<file path="src/hdl/fatlb_pkg.sv">
`timescale 1ns / 1ps
// ============================================================================
// fatlb_pkg
// Shared operation codes and controller command types for the translation
// buffer.
// ============================================================================
package fatlb_pkg;

    localparam int OP_WIDTH = 2;

    typedef logic [OP_WIDTH-1:0] op_t;

    localparam op_t OP_LOOKUP = 2'd0;
    localparam op_t OP_INSERT = 2'd1;
    localparam op_t OP_REMOVE = 2'd2;
    localparam op_t OP_FLUSH  = 2'd3;

    // Commands from the controller to the datapath, one step per field.
    typedef struct packed {
        logic capture;   // register the accepted request
        logic match;     // register the match vector
        logic act;       // resolve the match and update the entries
        logic load_out;  // load the response register
    } cmd_t;

endpackage

</file>
<file path="src/hdl/fatlb_req_if.sv">
`timescale 1ns / 1ps
// ============================================================================
// fatlb_req_if
// Request channel: operation, page and frame with a valid/ready handshake.
// ============================================================================
interface fatlb_req_if #(
    parameter int PAGE_WIDTH  = 20,
    parameter int FRAME_WIDTH = 16
);
    logic                         valid;
    logic                         ready;
    logic [fatlb_pkg::OP_WIDTH-1:0] op;
    logic [PAGE_WIDTH-1:0]        page_number;
    logic [FRAME_WIDTH-1:0]       frame_number;

    modport source (output valid, op, page_number, frame_number, input ready);
    modport sink   (input valid, op, page_number, frame_number, output ready);
endinterface

</file>
<file path="src/hdl/fatlb_rsp_if.sv">
`timescale 1ns / 1ps
// ============================================================================
// fatlb_rsp_if
// Response channel: hit flag and frame with a valid/ready handshake.
// ============================================================================
interface fatlb_rsp_if #(
    parameter int FRAME_WIDTH = 16
);
    logic                   valid;
    logic                   ready;
    logic                   hit;
    logic [FRAME_WIDTH-1:0] frame_out;

    modport source (output valid, hit, frame_out, input ready);
    modport sink   (input valid, hit, frame_out, output ready);
endinterface

</file>
<file path="src/hdl/fatlb_ram.sv">
`timescale 1ns / 1ps
// ============================================================================
// fatlb_ram
// Generic single-write, single-read RAM with a registered read port.
// ============================================================================
module fatlb_ram #(
    parameter int WIDTH = 16,
    parameter int DEPTH = 16
) (
    input  logic                     clk,
    input  logic                     we,
    input  logic [$clog2(DEPTH)-1:0] waddr,
    input  logic [WIDTH-1:0]         wdata,
    input  logic                     re,
    input  logic [$clog2(DEPTH)-1:0] raddr,
    output logic [WIDTH-1:0]         rdata
);

    logic [WIDTH-1:0] mem_reg [DEPTH];
    logic [WIDTH-1:0] rdata_reg;

    always_ff @(posedge clk)
    begin
        if (we)
        begin
            mem_reg[waddr] <= wdata;
        end
        if (re)
        begin
            rdata_reg <= mem_reg[raddr];
        end
    end

    assign rdata = rdata_reg;

endmodule

</file>
<file path="src/hdl/fatlb_ctrl.sv">
`timescale 1ns / 1ps
// ============================================================================
// fatlb_ctrl
// Sequencer that steps one transaction through match, update and response,
// and owns both channel handshakes.
// ============================================================================
module fatlb_ctrl (
    input  logic            clk,
    input  logic            rst_n,
    input  logic            in_valid,
    output logic            in_ready,
    output logic            out_valid,
    input  logic            out_ready,
    output fatlb_pkg::cmd_t cmd
);

    localparam logic [1:0] ST_IDLE  = 2'd0;
    localparam logic [1:0] ST_MATCH = 2'd1;
    localparam logic [1:0] ST_ACT   = 2'd2;
    localparam logic [1:0] ST_RESP  = 2'd3;

    logic [1:0] state_reg;
    logic [1:0] state_next;
    logic       out_valid_reg;
    logic       out_valid_next;
    logic       out_free;

    assign in_ready  = (state_reg == ST_IDLE);
    assign out_valid = out_valid_reg;
    assign out_free  = !out_valid_reg || out_ready;

    always_comb
    begin
        state_next       = state_reg;
        out_valid_next   = out_valid_reg && !out_ready;
        cmd              = '0;
        unique case (state_reg)
            ST_IDLE:
            begin
                if (in_valid)
                begin
                    cmd.capture = 1'b1;
                    state_next  = ST_MATCH;
                end
            end
            ST_MATCH:
            begin
                cmd.match  = 1'b1;
                state_next = ST_ACT;
            end
            ST_ACT:
            begin
                cmd.act    = 1'b1;
                state_next = ST_RESP;
            end
            ST_RESP:
            begin
                // The response register may still hold the previous result.
                if (out_free)
                begin
                    cmd.load_out   = 1'b1;
                    out_valid_next = 1'b1;
                    state_next     = ST_IDLE;
                end
            end
            default:
            begin
                state_next = ST_IDLE;
            end
        endcase
    end

    always_ff @(posedge clk or negedge rst_n)
    begin
        if (!rst_n)
        begin
            state_reg     <= ST_IDLE;
            out_valid_reg <= 1'b0;
        end
        else
        begin
            state_reg     <= state_next;
            out_valid_reg <= out_valid_next;
        end
    end

endmodule

</file>
<file path="src/hdl/fatlb_dp.sv">
`timescale 1ns / 1ps
// ============================================================================
// fatlb_dp
// Entry storage, parallel page match, FIFO replacement pointer and the
// response register.
// ============================================================================
module fatlb_dp #(
    parameter int ENTRIES     = 16,
    parameter int PAGE_WIDTH  = 20,
    parameter int FRAME_WIDTH = 16
) (
    input  logic                               clk,
    input  logic                               rst_n,
    input  fatlb_pkg::cmd_t                    cmd,
    input  logic [fatlb_pkg::OP_WIDTH-1:0]     op,
    input  logic [PAGE_WIDTH-1:0]              page_number,
    input  logic [FRAME_WIDTH-1:0]             frame_number,
    output logic                               hit,
    output logic [FRAME_WIDTH-1:0]             frame_out
);

    localparam int IDX_W = $clog2(ENTRIES);
    localparam logic [IDX_W-1:0] LAST_IDX = IDX_W'(ENTRIES - 1);

    fatlb_pkg::op_t         op_reg;
    logic [PAGE_WIDTH-1:0]  page_reg;
    logic [FRAME_WIDTH-1:0] frame_reg;

    logic [PAGE_WIDTH-1:0]  entry_page_reg [ENTRIES];
    logic [ENTRIES-1:0]     valid_reg;
    logic [ENTRIES-1:0]     valid_next;
    logic [IDX_W-1:0]       ptr_reg;
    logic [IDX_W-1:0]       ptr_next;
    logic [ENTRIES-1:0]     match_reg;
    logic [ENTRIES-1:0]     match_vec;

    logic                   found;
    logic [IDX_W-1:0]       match_idx;
    logic                   lookup_hit_reg;
    logic                   out_hit_reg;
    logic [FRAME_WIDTH-1:0] out_frame_reg;

    logic                   ram_we;
    logic [IDX_W-1:0]       ram_waddr;
    logic                   ram_re;
    logic [FRAME_WIDTH-1:0] ram_rdata;
    logic                   alloc;

    // Compare the captured page against every entry at once.
    always_comb
    begin
        for (int i = 0; i < ENTRIES; i++)
        begin
            match_vec[i] = valid_reg[i] && (entry_page_reg[i] == page_reg);
        end
    end

    // The lowest matching index wins.
    always_comb
    begin
        found     = 1'b0;
        match_idx = '0;
        for (int i = ENTRIES - 1; i >= 0; i--)
        begin
            if (match_reg[i])
            begin
                found     = 1'b1;
                match_idx = IDX_W'(i);
            end
        end
    end

    assign alloc     = cmd.act && (op_reg == fatlb_pkg::OP_INSERT) && !found;
    assign ram_we    = cmd.act && (op_reg == fatlb_pkg::OP_INSERT);
    assign ram_waddr = found ? match_idx : ptr_reg;
    assign ram_re    = cmd.act && (op_reg == fatlb_pkg::OP_LOOKUP) && found;

    always_comb
    begin
        valid_next = valid_reg;
        ptr_next   = ptr_reg;
        if (cmd.act)
        begin
            unique case (op_reg)
                fatlb_pkg::OP_LOOKUP:
                begin
                    valid_next = valid_reg;
                end
                fatlb_pkg::OP_INSERT:
                begin
                    if (!found)
                    begin
                        valid_next[ptr_reg] = 1'b1;
                        ptr_next = (ptr_reg == LAST_IDX) ? '0 : ptr_reg + 1'b1;
                    end
                end
                fatlb_pkg::OP_REMOVE:
                begin
                    if (found)
                    begin
                        valid_next[match_idx] = 1'b0;
                    end
                end
                fatlb_pkg::OP_FLUSH:
                begin
                    valid_next = '0;
                    ptr_next   = '0;
                end
                default:
                begin
                    valid_next = valid_reg;
                end
            endcase
        end
    end

    always_ff @(posedge clk or negedge rst_n)
    begin
        if (!rst_n)
        begin
            valid_reg <= '0;
            ptr_reg   <= '0;
        end
        else
        begin
            valid_reg <= valid_next;
            ptr_reg   <= ptr_next;
        end
    end

    always_ff @(posedge clk)
    begin
        if (cmd.capture)
        begin
            op_reg    <= op;
            page_reg  <= page_number;
            frame_reg <= frame_number;
        end
        if (cmd.match)
        begin
            match_reg <= match_vec;
        end
        if (cmd.act)
        begin
            lookup_hit_reg <= (op_reg == fatlb_pkg::OP_LOOKUP) && found;
        end
        if (alloc)
        begin
            entry_page_reg[ptr_reg] <= page_reg;
        end
        if (cmd.load_out)
        begin
            out_hit_reg   <= lookup_hit_reg;
            out_frame_reg <= lookup_hit_reg ? ram_rdata : '0;
        end
    end

    fatlb_ram #(
        .WIDTH (FRAME_WIDTH),
        .DEPTH (ENTRIES)
    ) u_frame_ram (
        .clk   (clk),
        .we    (ram_we),
        .waddr (ram_waddr),
        .wdata (frame_reg),
        .re    (ram_re),
        .raddr (match_idx),
        .rdata (ram_rdata)
    );

    assign hit       = out_hit_reg;
    assign frame_out = out_frame_reg;

endmodule

</file>
<file path="src/hdl/fifo_fully_associative_tlb.sv">
`timescale 1ns / 1ps
// ============================================================================
// fifo_fully_associative_tlb
// Fully associative translation buffer with FIFO replacement.
// ============================================================================
// Usage:
// Requests arrive on the req channel (op, page_number, frame_number) and each
// request produces exactly one response transaction on the rsp channel (hit,
// frame_out). Operations are lookup, insert/update, remove and flush.
// Lookup returns the frame of the lowest-index valid matching entry; a miss,
// and every non-lookup operation, answers with hit 0 and frame 0.
// Insert updates a matching entry in place, or else writes the slot under
// the circular replacement pointer and advances it, whether or not other
// slots are free.
// One transaction at a time is processed: accept, match, update, respond.
// The response becomes valid after the match, update and response-load steps,
// and the sequencer passes through its idle step before it takes a new request.
// The response register decouples the channels: a new request is accepted
// while the previous response still waits. If the receiver still stalls when
// the next transaction reaches its response step, that transaction holds
// there and req.ready stays low.
// Reset clears all valid bits and the replacement pointer; no sweep is needed.
// ============================================================================
module fifo_fully_associative_tlb #(
    parameter int ENTRIES     = 16,
    parameter int PAGE_WIDTH  = 20,
    parameter int FRAME_WIDTH = 16
) (
    input  logic        clk,
    input  logic        rst_n,
    fatlb_req_if.sink   req,
    fatlb_rsp_if.source rsp
);

    fatlb_pkg::cmd_t cmd;

    // The controller sequences the steps and owns the handshakes.
    fatlb_ctrl u_ctrl (
        .clk       (clk),
        .rst_n     (rst_n),
        .in_valid  (req.valid),
        .in_ready  (req.ready),
        .out_valid (rsp.valid),
        .out_ready (rsp.ready),
        .cmd       (cmd)
    );

    // The datapath holds entries, the replacement pointer and the result.
    fatlb_dp #(
        .ENTRIES     (ENTRIES),
        .PAGE_WIDTH  (PAGE_WIDTH),
        .FRAME_WIDTH (FRAME_WIDTH)
    ) u_dp (
        .clk          (clk),
        .rst_n        (rst_n),
        .cmd          (cmd),
        .op           (req.op),
        .page_number  (req.page_number),
        .frame_number (req.frame_number),
        .hit          (rsp.hit),
        .frame_out    (rsp.frame_out)
    );

endmodule

</file>
<file path="src/flat_wrapper.sv">
// flat-port wrapper written by rule: the top's interface ports become plain ports
module fifo_fully_associative_tlb_flat 
#(
    parameter int ENTRIES     = 16,
    parameter int PAGE_WIDTH  = 20,
    parameter int FRAME_WIDTH = 16
)
  (clk, rst_n, req_valid, req_op, req_page_number, req_frame_number, req_ready, rsp_valid, rsp_hit, rsp_frame_out, rsp_ready);
  fatlb_req_if #(.PAGE_WIDTH(PAGE_WIDTH), .FRAME_WIDTH(FRAME_WIDTH)) req_i ();
  fatlb_rsp_if #(.FRAME_WIDTH(FRAME_WIDTH)) rsp_i ();
  input  logic clk;
  input  logic rst_n;
  input wire logic [$bits(req_i.valid)-1:0] req_valid;
  input wire logic [$bits(req_i.op)-1:0] req_op;
  input wire logic [$bits(req_i.page_number)-1:0] req_page_number;
  input wire logic [$bits(req_i.frame_number)-1:0] req_frame_number;
  output wire logic [$bits(req_i.ready)-1:0] req_ready;
  output wire logic [$bits(rsp_i.valid)-1:0] rsp_valid;
  output wire logic [$bits(rsp_i.hit)-1:0] rsp_hit;
  output wire logic [$bits(rsp_i.frame_out)-1:0] rsp_frame_out;
  input wire logic [$bits(rsp_i.ready)-1:0] rsp_ready;
  assign req_i.valid = req_valid;
  assign req_i.op = req_op;
  assign req_i.page_number = req_page_number;
  assign req_i.frame_number = req_frame_number;
  assign req_ready = req_i.ready;
  assign rsp_valid = rsp_i.valid;
  assign rsp_hit = rsp_i.hit;
  assign rsp_frame_out = rsp_i.frame_out;
  assign rsp_i.ready = rsp_ready;
  fifo_fully_associative_tlb #(.ENTRIES(ENTRIES), .PAGE_WIDTH(PAGE_WIDTH), .FRAME_WIDTH(FRAME_WIDTH)) u_core (.clk(clk), .rst_n(rst_n), .req(req_i), .rsp(rsp_i));
endmodule
</file>
<file path="config.mk">
export PLATFORM = sky130hd
export DESIGN_NAME = fifo_fully_associative_tlb_flat
export DESIGN_NICKNAME = d
export VERILOG_FILES = /design/src/hdl/fatlb_pkg.sv /design/src/hdl/fatlb_req_if.sv /design/src/hdl/fatlb_rsp_if.sv /design/src/hdl/fatlb_ram.sv /design/src/hdl/fatlb_ctrl.sv /design/src/hdl/fatlb_dp.sv /design/src/hdl/fifo_fully_associative_tlb.sv /design/src/flat_wrapper.sv
export SDC_FILE = /design/constraint.sdc
export NUM_CORES = 1
export LEC_CHECK = 0
export BUFFER_PORTS_ARGS = -buffer_cell sky130_fd_sc_hd__buf_2
export CAP_MARGIN = 20
export CORE_ASPECT_RATIO = 0.8
export CORE_MARGIN = 1
export CORE_UTILIZATION = 32
export DETAILED_ROUTE_END_ITERATION = 8
export PLACE_DENSITY = 0.51
export SYNTH_ARGS = -nofsm -noshare
export SYNTH_HDL_FRONTEND = slang
export SYNTH_SLANG_ARGS = --single-unit
export TNS_END_PERCENT = 5
</file>
<file path="constraint.sdc">
create_clock -name clk -period 4.1 [get_ports clk]
set_clock_uncertainty 0.15 [all_clocks]
set_input_delay 0.205 -clock clk [delete_from_list [all_inputs] [get_ports clk]]
set_output_delay 0.205 -clock clk [all_outputs]
set_load 0.02 [all_outputs]
</file>
Word level (Yosys, flattened, before mapping). Memory sizes are Yosys's and may differ from the RTL's. A register that Yosys moved wholly into a read port is not among the register bits. Cells that the tools add are included.

Flip-flop bits (word level): 95. Memories: 2. Output and inout port bits: 19. Bits of input ports: 42. RAM bits: 576. Logic and storage cells: 141.

Equal/unequal tests: 27. Muxes and demuxes: 58. $add $sub $neg: 1. Reduce and logical (&&, ||, !) cells: 34. Bitwise gates (word level): 4. Order comparisons: 4.

Memories: u_core.u_dp.entry_page_reg (words 16, width 20, rd ports 16, clocked after Yosys merged registers in 0, wr ports 1, line fatlb_dp.sv:29) `logic [PAGE_WIDTH-1:0] entry_page_reg [ENTRIES];`; u_core.u_dp.u_frame_ram.mem_reg (words 16, width 16, rd ports 1, clocked after Yosys merged registers in 1, wr ports 1, line fatlb_ram.sv:19) `logic [WIDTH-1:0] mem_reg [DEPTH];`.

Operators by type and width (number): $eq A20 B20 Y1 (16); $mux W4 (19); $pmux W16 S3 (1); $mux W16 (2); $mux W1 (30); $logic_and A1 B1 Y1 (24); $and A16 B16 Y16 (1); $not A16 Y16 (1); $or A16 B16 Y16 (1); $lt A4 B5 Y1 const B (2); $demux W1 S4 (2); $eq A2 B2 Y1 const B (4); $ge A4 B1 Y1 const B (2); $ne A2 B2 Y1 const B (4); $pmux W2 S4 (1); $pmux W4 S2 (1); $add A4 B1 Y4 const B (1); $eq A2 B1 Y1 const B (2); $eq A4 B4 Y1 const B (1); $logic_not A2 Y1 (2); $mux W2 (2); $reduce_and A4 Y1 (1); $logic_not A1 Y1 (3); $reduce_and A3 Y1 (1); 4 further kinds (4).

Logic depth before layout (Yosys ltp).
Depth in word-level cells: 24. Mapped depth: 10. Gate-level depth less buffers: 7.

Modules after synthesis. A second synthesis with hierarchy kept.

Cells, all modules: 1522. Area, all modules: 27460.1 um2.

By module, submodules not included: fatlb_dp (area each 17051.4 um2, cells an instance 1072, times used 1, seq. area each 12271.8 um2); fatlb_ram (area each 10203.5 um2, cells an instance 432, times used 1, seq. area each 8167.8 um2); fatlb_ctrl (area each 205.2 um2, cells an instance 18, times used 1, seq. area each 75.1 um2).

Worst setup path before layout. Ideal clock, no wire load.

Kind: reg-to-reg. Start: register u_core.u_dp.match_reg[3]. End: memory u_core.u_dp.entry_page_reg[2][0] (enable). Library setup time: 0.423 ns. Arrival time: 3.244 ns. Stages on the path, launching flop included: 8. Required time: 3.527 ns. Path slack: 0.282 ns. Buffers on the path: 1. Clock period less this slack: 3.818 ns. Cells stage by stage: edfxtp_1 -> or4_1 -> buf_2 -> nor2_1 -> nand3_1 -> nor3_2 -> nand2_1 -> nor3_1.

Cells in the longest elaborated chain, start to end: 8.

Ends and longest elaborated chain: start: declaration (line fatlb_dp.sv:34) `logic [ENTRIES-1:0] match_reg;`; start signal: assignment (line fatlb_dp.sv:141) `match_reg <= match_vec;`; $mux W1 (4 in a row) (line fatlb_dp.sv:65) `if (match_reg[i])`; $logic_not A1 Y1; $logic_and A1 B1 Y1 (line fatlb_dp.sv:73) `assign alloc = cmd.act && (op_reg == fatlb_pkg::OP_INSERT) && !found;`; $mux W1 (line fatlb_dp.sv:147) `if (alloc)`; $mux W1 (not written as such) (line fatlb_dp.sv:149) `entry_page_reg[ptr_reg] <= page_reg;`; end: declaration (line fatlb_dp.sv:29).

Every way passes these cells.

Worst setup path after layout.
Start: register u_core.u_dp.match_reg[7]. End: register u_core.u_dp.u_frame_ram.rdata_reg[15], in the netlist u_core.u_dp.u_frame_ram.rdata[15] (read register of u_core.u_dp.u_frame_ram.mem_reg) (data pin).

Cells in the longest elaborated chain, start to end: 9. Elaborated cells on any way between the ends: 17. Those cells by class: mux (16); reduce/logical (1).

Ends and longest elaborated chain: $mux W1 (8 in a row) (line fatlb_dp.sv:65); $logic_and A1 B1 Y1 (line fatlb_dp.sv:76) `assign ram_re = cmd.act && (op_reg == fatlb_pkg::OP_LOOKUP) && found;`; end: declaration (line fatlb_ram.sv:20) `logic [WIDTH-1:0] rdata_reg;`.

Parallel ways exist; a longest one is shown, timed or not. A chain may end at the register's enable or synchronous reset.

==> reports/qor.yml <==
grt:
  antenna_found_initial: 0
  grt_pass1_vias: 15130
  grt_max_degree: 36
  grt_pass1_wl_um: 101700
  track_usage_pct: 15.98
  gr-total-overflow: 0
clocking:
  cts_made_buffers: 72
  cts_root_buf: "clkbuf_16"
  hold_buffers: 41
  cts.sinks: 687
  clk_latency_ns: 0.62
  cts_max_level: 3
  clockBufferDepth: 3
  tritoncts: "yes"
  postCtsSetupBuffers: 0
  cts_resized: 0
  clkTransAtPathRegs_ns: 0.06
setup_path:
  path_class: "register to register"
  regToRegStartpoint: "u_core.u_dp.match_reg[7]"
  crit_slowest_cell: "edfxtp_1"
  cpPeakStageDelay_ns: 0.49
  cp-start-kind: "register"
  path_depth: 8
  reg2reg_to: "u_core.u_dp.u_frame_ram.rdata[15]"
  ff2ff_setup_slack_ns: 0.86
  crit_chain: "nor3b_1 -> o31a_1 -> a21o_4 -> buf_4 -> mux2i_1 -> o22ai_1 -> a2111oi_0 -> nand3_1"
  cp.required_ns: 4.31
  reg2reg_depth: 8
  path_buf_inv: 1
  crit_fanout: 27
  worstSetupEndpointType: "register"
  cp.arrival_ns: 3.45
  cp_top_family: "compound AO/OA/AOI/OAI gates"
floorplan:
  rows: 95
  io_pins: 61
  core_sq_mm: 0.08416
  start_util_pct: 32.43
  die-area_sq_mm: 0.08646
  fp.dieW_um: 328.5
  die_y_um: 263.2
synth:
  syn-instance-count: 1637
  ys_types: 60
  synthFlopType: "edfxtp_1"
  synth.top_cell.area_share_pct: 73.07
  yosysWarnings: 0
  avgSynthCellArea_sq_um: 16.67
  netlist_top_cells_area: "edfxtp_1 73%, xnor2_1 6.2%, xor2_1 4.1%, mux2i_1 2.3%, dfrtp_1 2.1%"
  synth_top_area_cell: "edfxtp_1"
  yosysSeqAreaShare_pct: 75.18
  netlist_area_sq_mm: 0.02729
  synth-seq-cells: 687
  synth_edf_count: 664
  synthArstFlopShare_pct: 3.348
  syn_nets: 1687
sta:
  layout_setup_ws_ns: 0.8592
  fin_crit_ns: 3.241
  finalCritPeriodShare_pct: 79.04
  worst_slew_pin_slew_ns: 1.046
  fin_setup_tns_ns: 0
  fmax_mhz: 308.6
  rsz0062_at_grt: "false"
  drv_slew: 0
  maxSlewHeadroom_pct: 30.25
  setup_viol: 0
  hold_violations: 0
layout:
  syn2layout_area_growth_pct: 18.18
  final_core_util_pct: 38.32
  nets: 1897
  largest_reg_flops: 320
  drive_gt1_share_pct: 16.03
hold_path:
  hp-class: "input port to asynchronous set/reset pin"
power_and_ir_drop:
  p_per_area_mw_per_mm2: 555.0
  peakVddDrop_uv: 369.6
  p_total_mw: 17.90
  p_leak_nw: 10.60
place:
  gp_congestion: 0.8013
  place_ws_ns: 0.8558
  port_buffers: 60
  dp_hpwl_um: 42230
drt:
  routed_via_density: 4.889
  firstDrtPassIters: 7
  drtAntennaViolNets: 0
  routed_wl_um: 68450
  drt_iter0_markers: 1261
  drc: 12
  wl_per_cell_um: 22.67
  via_count: 14760
status:
  run_status: "finished with violations"
  failed_checks: "DRC"
job:
  max_cap_viol_count: 0
-- layout by cell type, fill, tap and decap left out, drive strengths merged, types with 36 or more instances in the layout --
cell type	n
nand4	49
mux2i	63
edfxtp	664
nor2	87
xor2	128
xnor2	192
buf	170
clkbuf	88
dlygate4sd3	41
a21oi	36
nor4	53
-- synth_stat cells, types with 2 or more instances --
master and number:
nor2_1 86, a21o_1 2, nand4_1 49, and3_1 2, nand2_1 29, a22oi_1 14, nand2b_1 9, o311a_1 2
nor3b_1 2, o21ai_0 25, a22o_1 2, ha_1 8, a222oi_1 15, a31oi_1 3, inv_1 8, o22ai_1 23
nor4_1 51, or4_1 3, and2_1 22, o22a_1 8, a21boi_0 2, o21ai_1 3, xnor2_1 192, buf_6 2
nand3_1 30, a221oi_1 9, xor2_1 128, mux2i_1 63, nor3_2 3, a211oi_1 6, buf_2 15, nor3_1 9
o211ai_1 6, buf_4 3, clkbuf_1 45, a21oi_1 35, edfxtp_1 664, a2111oi_2 7, buf_1 9, dfrtp_1 23
-- worst max path at each step --
stage | from | endpoint
after floorplan | u_core.u_dp.match_reg[3] | u_core.u_dp.entry_page_reg[2][0]
after global placement | u_core.u_dp.match_reg[7] | u_core.u_dp.u_frame_ram.rdata[15]
after detailed placement | u_core.u_dp.match_reg[7] | u_core.u_dp.u_frame_ram.rdata[15]
after CTS | u_core.u_dp.match_reg[7] | u_core.u_dp.u_frame_ram.rdata[15]
after global routing | u_core.u_dp.match_reg[2] | u_core.u_dp.u_frame_ram.mem_reg[11][7]
final | u_core.u_dp.match_reg[7] | u_core.u_dp.u_frame_ram.rdata[15]
-- worst register-to-register path: cells and delay by family, from the launching register on --
family	cells	cell delay, ns
compound gates	4	1.16
buf+inv	1	0.49
flops	1	0.49
mux	1	0.26
simple gates	2	0.46
-- metal layers --
| layer | global-route usage (%) | wire (um) |
|---|---|---|
| met2 | 23.59 | 29760 |
| met1 | 24.05 | 33600 |
| met5 | 0 | 0 |
| met3 | 2.585 | 3597 |
| met4 | 4.664 | 1497 |
-- logic make-up after synthesis --
| family | count (synthesis) | synth area share (%) |
|---|---|---|
| XOR/XNOR | 320 | 10.27 |
| multiplexers | 64 | 2.352 |
| buffers and inverters | 83 | 1.348 |
| adder cells (fa/ha/maj) | 8 | 0.3668 |
| AND/OR/NAND/NOR | 301 | 5.818 |
| flip-flops | 687 | 75.18 |
| AO/OA/AOI/OAI | 174 | 4.668 |
-- power breakdown --
part	switching (mW)	total [mW]	internal [mW]
Combinational	1.92	2.99	1.07
Clock	2.71	6.26	3.55
Sequential	0.380	8.65	8.27
-- through the flow --
| step | cell area [sq um] | std cells | hold slack, ns |
|---|---|---|---|
| CTS | 32250 | 3018 | 0.02234 |
| detailed placement | 29610 | 2847 | 0.1499 |
| floorplan | 27290 | 1637 | -0.2406 |
| finish | 32250 | 3019 | 0.02912 |
| global route | 32250 | 3018 | 0.06617 |
| global placement | 29580 | 2845 | 0.1300 |
-- area by class of cell --
| type | instances | area [sq um] |
|---|---|---|
| fillers | 7749 | 51910 |
| inverters | 8 | 30.03 |
| multi-input cells | 867 | 6457 |
| repair buffers | 211 | 1619 |
| diodes | 1 | 2.502 |
| clock buffers | 88 | 1883 |
| clock inverters | 42 | 347.8 |
| well taps | 1115 | 1395 |
| flip-flops and latches | 687 | 20510 |
Power figures use the tool's default switching activity.
